<file path="src/sv/deq_pkg.sv">
// ----------------------------------------------------------------------------
// Double-ended queue package
// Command and status codes, field widths, default sizes and the control
// and status bundles shared by the controller and the datapath.
// ----------------------------------------------------------------------------
package deq_pkg;

  // Default sizes of the ring store.
  localparam int DEPTH_DEFAULT      = 16;
  localparam int DATA_WIDTH_DEFAULT = 32;

  // Fixed widths of the channel fields.
  localparam int CMD_W    = 3;
  localparam int VALUE_W  = 32;
  localparam int FILL_W   = 5;
  localparam int STATUS_W = 2;

  // Command codes.
  localparam logic [CMD_W-1:0] CMD_PUSH_BACK  = 3'd0;
  localparam logic [CMD_W-1:0] CMD_PUSH_FRONT = 3'd1;
  localparam logic [CMD_W-1:0] CMD_POP_BACK   = 3'd2;
  localparam logic [CMD_W-1:0] CMD_POP_FRONT  = 3'd3;
  localparam logic [CMD_W-1:0] CMD_PEEK_BACK  = 3'd4;
  localparam logic [CMD_W-1:0] CMD_PEEK_FRONT = 3'd5;
  localparam logic [CMD_W-1:0] CMD_CLEAR      = 3'd6;

  // Status codes.
  localparam logic [STATUS_W-1:0] STS_OK    = 2'd0;
  localparam logic [STATUS_W-1:0] STS_EMPTY = 2'd1;
  localparam logic [STATUS_W-1:0] STS_FULL  = 2'd2;

  // Commands from the controller to the datapath.
  typedef struct packed {
    logic capture;  // take the incoming word into the command register
    logic execute;  // update pointers and count, access the store
    logic load;     // fill the output register
  } ctrl_cmd_t;

  // Status from the datapath to the controller.
  typedef struct packed {
    logic out_busy; // output register holds a word that is not taken
  } ctrl_sts_t;

endpackage

</file>
<file path="src/sv/deq_cmd_if.sv">
// ----------------------------------------------------------------------------
// Command channel
// Carries one queue command and the word to push.
// ----------------------------------------------------------------------------
interface deq_cmd_if
  import deq_pkg::*;
  ();

  logic                      valid;
  logic                      ready;
  logic        [CMD_W-1:0]   command;
  logic signed [VALUE_W-1:0] push_value;

  modport source (output valid, output command, output push_value, input ready);
  modport sink   (input valid, input command, input push_value, output ready);

endinterface

</file>
<file path="src/sv/deq_res_if.sv">
// ----------------------------------------------------------------------------
// Result channel
// Carries the word read, the fill count and the status of one command.
// ----------------------------------------------------------------------------
interface deq_res_if
  import deq_pkg::*;
  ();

  logic                       valid;
  logic                       ready;
  logic signed [VALUE_W-1:0]  read_value;
  logic        [FILL_W-1:0]   fill_count;
  logic        [STATUS_W-1:0] status;

  modport source (output valid, output read_value, output fill_count, output status,
                  input ready);
  modport sink   (input valid, input read_value, input fill_count, input status,
                  output ready);

endinterface

</file>
<file path="src/sv/deq_ram.sv">
// ----------------------------------------------------------------------------
// Generic single-port RAM
// One read or write address per cycle, registered read data with a read
// enable.
// ----------------------------------------------------------------------------
module deq_ram #(
  parameter int WIDTH = 32,
  parameter int DEPTH = 16
) (
  input  logic                     clk,
  input  logic                     we,
  input  logic                     re,
  input  logic [$clog2(DEPTH)-1:0] addr,
  input  logic [WIDTH-1:0]         wdata,
  output logic [WIDTH-1:0]         rdata
);

  logic [WIDTH-1:0] mem [DEPTH];

  // Write the addressed entry; the read data is registered and holds its
  // value in cycles without a read, and a read returns the old contents.
  always_ff @(posedge clk) begin
    if (we) begin
      mem[addr] <= wdata;
    end
    if (re) begin
      rdata <= mem[addr];
    end
  end

endmodule

</file>
<file path="src/sv/deq_datapath.sv">
// ----------------------------------------------------------------------------
// Double-ended queue datapath
// Command register, ring pointers, element count, ring store and the
// output register of the result channel.
// ----------------------------------------------------------------------------
module deq_datapath
  import deq_pkg::*;
#(
  parameter int DEPTH      = DEPTH_DEFAULT,
  parameter int DATA_WIDTH = DATA_WIDTH_DEFAULT
) (
  input  logic                       clk,
  input  logic                       rst,
  input  ctrl_cmd_t                  ctrl,
  output ctrl_sts_t                  sts,
  input  logic        [CMD_W-1:0]    command,
  input  logic signed [VALUE_W-1:0]  push_value,
  output logic                       out_valid,
  input  logic                       out_ready,
  output logic signed [VALUE_W-1:0]  read_value,
  output logic        [FILL_W-1:0]   fill_count,
  output logic        [STATUS_W-1:0] status
);

  localparam int AW  = $clog2(DEPTH);
  localparam int CW  = $clog2(DEPTH + 1);
  localparam int XW  = (DATA_WIDTH > VALUE_W) ? DATA_WIDTH : VALUE_W;
  localparam int XCW = (CW > FILL_W) ? CW : FILL_W;

  function automatic logic [AW-1:0] slot_next(input logic [AW-1:0] i);
    slot_next = (i == AW'(DEPTH - 1)) ? '0 : i + 1'b1;
  endfunction

  function automatic logic [AW-1:0] slot_prev(input logic [AW-1:0] i);
    slot_prev = (i == '0) ? AW'(DEPTH - 1) : i - 1'b1;
  endfunction

  logic [CMD_W-1:0]      cmd_q;
  logic [DATA_WIDTH-1:0] word_q;
  logic [AW-1:0]         front;
  logic [AW-1:0]         back;
  logic [CW-1:0]         count;
  logic                  rd_sel;
  logic [STATUS_W-1:0]   status_q;

  logic [XW-1:0]         push_ext;
  logic                  is_push;
  logic                  is_read;
  logic                  is_back;
  logic                  is_pop;
  logic                  full;
  logic                  empty;
  logic                  ram_we;
  logic                  ram_rd;
  logic [AW-1:0]         ram_addr;
  logic [DATA_WIDTH-1:0] ram_rdata;
  logic [XW-1:0]         rd_ext;
  logic [XCW-1:0]        count_ext;

  // Keep only the low bits of the pushed word, zero above the field.
  assign push_ext = XW'($unsigned(push_value));

  // Capture the accepted command.
  always_ff @(posedge clk) begin
    if (ctrl.capture) begin
      cmd_q  <= command;
      word_q <= push_ext[DATA_WIDTH-1:0];
    end
  end

  // Decode the held command.
  assign is_push = (cmd_q == CMD_PUSH_BACK) || (cmd_q == CMD_PUSH_FRONT);
  assign is_read = (cmd_q == CMD_POP_BACK) || (cmd_q == CMD_POP_FRONT) ||
                   (cmd_q == CMD_PEEK_BACK) || (cmd_q == CMD_PEEK_FRONT);
  assign is_back = (cmd_q == CMD_PUSH_BACK) || (cmd_q == CMD_POP_BACK) ||
                   (cmd_q == CMD_PEEK_BACK);
  assign is_pop  = (cmd_q == CMD_POP_BACK) || (cmd_q == CMD_POP_FRONT);
  assign full    = (count == CW'(DEPTH));
  assign empty   = (count == '0);
  assign ram_we  = ctrl.execute && is_push && !full;
  assign ram_rd  = is_read && !empty;

  // Store address: the slot written by a push or the end slot read.
  always_comb begin
    if (is_back) begin
      ram_addr = is_push ? back : slot_prev(back);
    end else begin
      ram_addr = is_push ? slot_prev(front) : front;
    end
  end

  // The read data is taken only in the execute step, so it holds while
  // the load step waits for the receiver.
  deq_ram #(
    .WIDTH (DATA_WIDTH),
    .DEPTH (DEPTH)
  ) u_ram (
    .clk   (clk),
    .we    (ram_we),
    .re    (ctrl.execute),
    .addr  (ram_addr),
    .wdata (word_q),
    .rdata (ram_rdata)
  );

  // Pointer and count update.
  always_ff @(posedge clk) begin
    if (rst) begin
      front <= '0;
      back  <= '0;
      count <= '0;
    end else if (ctrl.execute) begin
      if (cmd_q == CMD_CLEAR) begin
        front <= '0;
        back  <= '0;
        count <= '0;
      end else if (is_push && !full) begin
        if (is_back) begin
          back <= slot_next(back);
        end else begin
          front <= slot_prev(front);
        end
        count <= count + 1'b1;
      end else if (is_pop && !empty) begin
        if (is_back) begin
          back <= slot_prev(back);
        end else begin
          front <= slot_next(front);
        end
        count <= count - 1'b1;
      end
    end
  end

  // Status and read selection of the executed command.
  always_ff @(posedge clk) begin
    if (ctrl.execute) begin
      rd_sel <= ram_rd;
      if (is_push && full) begin
        status_q <= STS_FULL;
      end else if (is_read && empty) begin
        status_q <= STS_EMPTY;
      end else begin
        status_q <= STS_OK;
      end
    end
  end

  assign rd_ext    = XW'($signed(ram_rdata));
  assign count_ext = XCW'(count);

  // Output register of the result channel.
  always_ff @(posedge clk) begin
    if (rst) begin
      out_valid <= 1'b0;
    end else if (ctrl.load) begin
      out_valid <= 1'b1;
    end else if (out_ready) begin
      out_valid <= 1'b0;
    end
  end

  always_ff @(posedge clk) begin
    if (ctrl.load) begin
      read_value <= rd_sel ? $signed(rd_ext[VALUE_W-1:0]) : '0;
      fill_count <= count_ext[FILL_W-1:0];
      status     <= status_q;
    end
  end

  assign sts.out_busy = out_valid && !out_ready;

  // The count never exceeds the store.
  a_count_bound: assert property (@(posedge clk) disable iff (rst)
    int'(count) <= DEPTH)
    else $error("element count above depth");

  // Pointers stay inside the store.
  a_ptr_bound: assert property (@(posedge clk) disable iff (rst)
    (int'(front) < DEPTH) && (int'(back) < DEPTH))
    else $error("ring pointer outside the store");

  // The back pointer lies count slots past the front pointer.
  a_ptr_count: assert property (@(posedge clk) disable iff (rst)
    (((int'(front) + int'(count)) >= DEPTH) ?
       (int'(front) + int'(count) - DEPTH) : (int'(front) + int'(count))) == int'(back))
    else $error("pointers disagree with the element count");

endmodule

</file>
<file path="src/sv/deq_ctrl.sv">
// ----------------------------------------------------------------------------
// Double-ended queue controller
// Steps each accepted command through execute and output load.
// ----------------------------------------------------------------------------
module deq_ctrl
  import deq_pkg::*;
(
  input  logic      clk,
  input  logic      rst,
  input  logic      in_valid,
  output logic      in_ready,
  output ctrl_cmd_t ctrl,
  input  ctrl_sts_t sts
);

  localparam logic [1:0] ST_IDLE = 2'd0;
  localparam logic [1:0] ST_EXEC = 2'd1;
  localparam logic [1:0] ST_LOAD = 2'd2;

  logic [1:0] state;
  logic [1:0] state_next;

  // Next state and command decode.
  always_comb begin
    state_next   = state;
    in_ready     = 1'b0;
    ctrl.capture = 1'b0;
    ctrl.execute = 1'b0;
    ctrl.load    = 1'b0;
    case (state)
      ST_IDLE: begin
        in_ready = 1'b1;
        if (in_valid) begin
          ctrl.capture = 1'b1;
          state_next   = ST_EXEC;
        end
      end
      ST_EXEC: begin
        ctrl.execute = 1'b1;
        state_next   = ST_LOAD;
      end
      ST_LOAD: begin
        if (!sts.out_busy) begin
          ctrl.load  = 1'b1;
          state_next = ST_IDLE;
        end
      end
      default: begin
        state_next = ST_IDLE;
      end
    endcase
  end

  // State register.
  always_ff @(posedge clk) begin
    if (rst) begin
      state <= ST_IDLE;
    end else begin
      state <= state_next;
    end
  end

  // A captured command is executed in the next cycle.
  a_capture_exec: assert property (@(posedge clk) disable iff (rst)
    ctrl.capture |=> ctrl.execute)
    else $error("captured command not executed");

  // Execution is followed by the load step.
  a_exec_load: assert property (@(posedge clk) disable iff (rst)
    ctrl.execute |=> (state == ST_LOAD))
    else $error("execution not followed by load");

  // The output register is never overwritten while a word waits in it.
  a_load_free: assert property (@(posedge clk) disable iff (rst)
    ctrl.load |-> !sts.out_busy)
    else $error("output overwritten before it was taken");

endmodule

</file>
<file path="src/sv/double_ended_queue_unit.sv">
// ----------------------------------------------------------------------------
// Double-ended queue unit
// A bounded ring of signed words with push, pop and peek at both ends.
// ----------------------------------------------------------------------------
// Usage:
//   cmd carries one command word (command, push_value); res returns one
//   word per command (read_value, fill_count, status). Both channels use a
//   valid/ready handshake; a word moves on a clock edge with both high.
//   A push into a full ring is dropped with status full; a pop or peek on
//   an empty ring returns zero with status empty. Clear empties the ring.
//   Each accepted command is captured, then executed (pointer update and
//   registered read of the single-port ring store), then loaded into the
//   output register; a new command is accepted only after that load.
//   The next command is taken while a finished result still waits in the
//   output register; if the receiver stalls, processing halts at the load
//   step until the waiting result is taken.
//   Reset (rst, synchronous) empties the ring and drops any pending
//   result; the store contents are not cleared and need no clearing pass.
// ----------------------------------------------------------------------------
module double_ended_queue_unit
  import deq_pkg::*;
#(
  parameter int DEPTH      = DEPTH_DEFAULT,
  parameter int DATA_WIDTH = DATA_WIDTH_DEFAULT
) (
  input logic        clk,
  input logic        rst,
  deq_cmd_if.sink    cmd,
  deq_res_if.source  res
);

  ctrl_cmd_t ctrl;
  ctrl_sts_t sts;

  // Sequencing of each command.
  deq_ctrl u_ctrl (
    .clk      (clk),
    .rst      (rst),
    .in_valid (cmd.valid),
    .in_ready (cmd.ready),
    .ctrl     (ctrl),
    .sts      (sts)
  );

  // Ring store, pointers and output register.
  deq_datapath #(
    .DEPTH      (DEPTH),
    .DATA_WIDTH (DATA_WIDTH)
  ) u_datapath (
    .clk        (clk),
    .rst        (rst),
    .ctrl       (ctrl),
    .sts        (sts),
    .command    (cmd.command),
    .push_value (cmd.push_value),
    .out_valid  (res.valid),
    .out_ready  (res.ready),
    .read_value (res.read_value),
    .fill_count (res.fill_count),
    .status     (res.status)
  );

endmodule
</file>
<file path="src/flat_wrapper.sv">
// flat-port wrapper written by rule: the top's interface ports become plain ports
module double_ended_queue_unit_flat import deq_pkg::*;
#(
  parameter int DEPTH      = DEPTH_DEFAULT,
  parameter int DATA_WIDTH = DATA_WIDTH_DEFAULT
)
  (clk, rst, cmd_valid, cmd_command, cmd_push_value, cmd_ready, res_valid, res_read_value, res_fill_count, res_status, res_ready);
  deq_cmd_if cmd_i ();
  deq_res_if res_i ();
  input logic clk;
  input logic rst;
  input wire logic [$bits(cmd_i.valid)-1:0] cmd_valid;
  input wire logic [$bits(cmd_i.command)-1:0] cmd_command;
  input wire logic [$bits(cmd_i.push_value)-1:0] cmd_push_value;
  output wire logic [$bits(cmd_i.ready)-1:0] cmd_ready;
  output wire logic [$bits(res_i.valid)-1:0] res_valid;
  output wire logic [$bits(res_i.read_value)-1:0] res_read_value;
  output wire logic [$bits(res_i.fill_count)-1:0] res_fill_count;
  output wire logic [$bits(res_i.status)-1:0] res_status;
  input wire logic [$bits(res_i.ready)-1:0] res_ready;
  assign cmd_i.valid = cmd_valid;
  assign cmd_i.command = cmd_command;
  assign cmd_i.push_value = cmd_push_value;
  assign cmd_ready = cmd_i.ready;
  assign res_valid = res_i.valid;
  assign res_read_value = res_i.read_value;
  assign res_fill_count = res_i.fill_count;
  assign res_status = res_i.status;
  assign res_i.ready = res_ready;
  double_ended_queue_unit #(.DEPTH(DEPTH), .DATA_WIDTH(DATA_WIDTH)) u_core (.clk(clk), .rst(rst), .cmd(cmd_i), .res(res_i));
endmodule
</file>
<file path="config.mk">
export PLATFORM = sky130hd
export DESIGN_NAME = double_ended_queue_unit_flat
export DESIGN_NICKNAME = d
export VERILOG_FILES = /design/src/sv/deq_pkg.sv /design/src/sv/deq_cmd_if.sv /design/src/sv/deq_res_if.sv /design/src/sv/deq_ram.sv /design/src/sv/deq_datapath.sv /design/src/sv/deq_ctrl.sv /design/src/sv/double_ended_queue_unit.sv /design/src/flat_wrapper.sv
export SDC_FILE = /design/constraint.sdc
export NUM_CORES = 1
export LEC_CHECK = 0
export ABC_AREA = 1
export BUFFER_PORTS_ARGS = -buffer_cell sky130_fd_sc_hd__buf_2
export CORE_UTILIZATION = 55
export CTS_CLUSTER_DIAMETER = 150
export CTS_CLUSTER_SIZE = 12
export DETAILED_ROUTE_END_ITERATION = 16
export GPL_ROUTABILITY_DRIVEN = 0
export PLACE_DENSITY_LB_ADDON = 0.12
export SLEW_MARGIN = 20
export SYNTH_ARGS = -nofsm -noshare
export SYNTH_HDL_FRONTEND = slang
export SYNTH_HIERARCHICAL = 1
export SYNTH_SLANG_ARGS = --single-unit
</file>
<file path="constraint.sdc">
create_clock -name clk -period 9.3 [get_ports clk]
set_clock_uncertainty 0.1 [all_clocks]
set_input_delay 0.465 -clock clk [delete_from_list [all_inputs] [get_ports clk]]
set_output_delay 0.465 -clock clk [all_outputs]
set_load 0.02 [all_outputs]
</file>
==> out/metrics.cfg <==
[outcome]
status = complete, no violations

[grt]
gr-max-usage-layer = met2
gr-usage-met3_pct = 3.38
grt_usage_pct = 24.5
grt_use_met2_pct = 41.3
met1_usage_pct = 33.6
overflow = 0
grt_pass1_vias = 16100
grt_pass1_wl_um = 91600
antenna_found_initial = 0
grt_max_degree = 159

[cells_and_area]
drive_above_1_share_pct = 8.54
fin_cells = 3216
final_area_mm2 = 0.0295
fin_nets = 2635
finish.utilization_pct = 61.8
area_growth_syn_to_layout_pct = 11.0

[place]
place_inst = 3104
dp_hpwl_um = 32200
numPortBuffers = 79
placed_cell_area_mm2 = 0.0275
dp_slack_ns = 4.45

[synth]
synth_top_area_share_pct = 70.3
synth_cells = 2486
yosys.area.top_type = edfxtp_1
ys_seq_elements = 637
syn-cell-area_mm2 = 0.0265
ys_types = 35
synth_nets = 2534
yosysWarnings = 6
ys_top_cells_by_area = edfxtp_1, nand2_1, inv_1
synth_area_per_cell_um2 = 10.7
seq_area_frac_synth_pct = 71.5

[route]
via_per_inst = 5.17
drc = 0
wirelength_um = 59000
dr.pass1.iters = 7
drt_iter0_drc = 1515
ant_nets = 0
wl_per_cell_um = 18.3
vias = 16600

[timing]
hold-worst-slack_ns = 0.0877
setup_slack_ns = 4.42
hold_viol_final = 0
finalSetupViolations = 0
fin_tns_setup_ns = 0
fin_crit_ns = 4.88
fin_crit_sh_pct = 52.5
fmax_mhz = 205
slew_viol_final = 0
slew_headroom_pct = 27.2
tightest_slew_ns = 1.09
rsz0062_at_grt = false

[critical_path]
cp-end-kind = register
slowest_stage = inv_4
max_stage_delay_ns = 0.87
crit_buf_inv = 4
critPathKind = register to register
critPathMostFrequentCell = buf_4
start_kind = register
cp_max_fo = 81
required_ns = 9.47
cp.arrival_ns = 5.05
crit_family = buffers and inverters
crit_chain = nand3_2, inv_1, nor2_1, o21ai_4, buf_4, inv_4, nand3_1, nor2_4, buf_4

[power]
power_density_mw_per_mm2 = 204
p_leak_nw = 12.3
ir_drop_uv = 161
p_total_mw = 6.02

[clock_tree]
post_cts_buffers = 0
numCtsBuffers = 59
cts-htree-levels = 2
clockBufferDepth = 3
cts_tree = yes
cts.sinks = 637
cts_root_buf = clkbuf_16
clkTransAtPathRegs_ns = 0.06
insertion_delay_ns = 0.62

[flow_run]
drv_cap = 0

[die]
io_pins = 80
fp.dieH_um = 222
die-area_mm2 = 0.0491
coreArea_mm2 = 0.0476
std_cell_rows = 80
die-width_um = 222
start_util_pct = 55.7

[worst_hold_path]
hp-class = input pin to register

[cells by family (layout without fill, tap and decap cells)]
group / after synthesis / in the layout / share of synthesized area (%)
AND/OR/NAND/NOR: 1546 / 1546 / 22.3
flip-flops: 637 / 637 / 71.5
XOR/XNOR: 3 / 3 / 0.0990
buffers and inverters: 245 / 359 / 4.72
AO/OA/AOI/OAI: 46 / 46 / 0.953
other: 0 / 1 / 0
adder cells (fa/ha/maj): 9 / 9 / 0.424
[repair_timing]
action	4_1_cts	5_1_grt
hold endpoints to repair	35	0
resized for setup	0	0
hold buffers	35	0
[cells in the final DEF (no fill, tap or decap), types with 3 or more instances in the layout]
master / synthesis / final
nand2_1: 1459 / 1459
edfxtp_1: 621 / 621
inv_1: 134 / 132
buf_2: 42 / 79
clkbuf_16: 0 / 60
dlygate4sd3_1: 0 / 35
nor2_1: 42 / 23
buf_4: 19 / 22
nor2_4: 2 / 21
nand3_1: 20 / 20
a21oi_1: 18 / 18
o21ai_0: 19 / 17
dfxtp_1: 16 / 16
clkbuf_1: 14 / 11
ha_1: 9 / 9
nand3b_1: 5 / 5
inv_2: 3 / 4
nor3_1: 5 / 4
buf_12: 1 / 4
buf_16: 0 / 4
a21oi_2: 3 / 3
or2_2: 3 / 3
nand2_2: 3 / 3
o21ai_1: 3 / 3
[worst paths after layout]
check                                startpoint  slack, ns  cells past startpoint                            endpoint
setup / recovery     u_core/u_datapath/cmd_q[2]       4.42                      9  u_core/u_datapath/u_ram/mem[9][27]
hold / removal                        res_ready       0.09                      4         u_core/u_datapath/out_valid
setup reg to reg     u_core/u_datapath/cmd_q[2]       4.42                      9  u_core/u_datapath/u_ram/mem[9][27]
hold reg to reg   u_core/u_datapath/status_q[0]       0.31                      0         u_core/u_datapath/status[0]
[worst min-delay path: stages]
cell    delay [ns]
buf_2         0.08
nor2_1        0.07
nor2_1        0.09
nor2_1        0.04
[layout make-up]
cell class | count | area [µm²]
Tap cell | 615 | 769
Timing Repair Buffer | 146 | 1130
Sequential cell | 637 | 19000
Inverter | 139 | 532
Fill cell | 3775 | 18200
Multi-Input combinational cell | 1604 | 6480
Clock buffer | 71 | 1540
Antenna cell | 1 | 2.50
Clock inverter | 3 | 36.3
[metal layers]
metal	part of all wire, %	routed length [µm]
met1	44	25800
met2	48	28500
met5	0	0
met3	5.9	3470
met4	2.0	1210
[report_power, final]
part           leakage [nW]  internal [mW]  total, mW  switching, mW
combinational          5.80          0.174      0.626          0.453
sequential             5.76           3.21       3.26         0.0531
clock                 0.770           1.15       2.13          0.980
total                  12.3           4.53       6.02           1.49
[state kept, by name (all words and copies together), names as in the netlist, 4 cells and up]
signal / flops
u_core/u_datapath/back: 4
u_core/u_datapath/count: 5
u_core/u_datapath/fill_count: 5
u_core/u_datapath/front: 4
u_core/u_datapath/read_value: 32
u_core/u_datapath/u_ram/mem: 512
u_core/u_datapath/u_ram/rdata: 32
u_core/u_datapath/word_q: 32
[Yosys cell counts, drive strengths merged]
cell type and instances:
nand2 1464, edfxtp 621, inv 139, buf 92, nor2 46, nand3 22, o21ai 22, a21oi 21
dfxtp 16, clkbuf 14, ha 9, nor3 6, nand3b 5, or2 3, xor2 2, a211oi 1
a31oi 1, o211ai 1, xnor2 1
No activity file was read; power rests on OpenSTA's default activity.
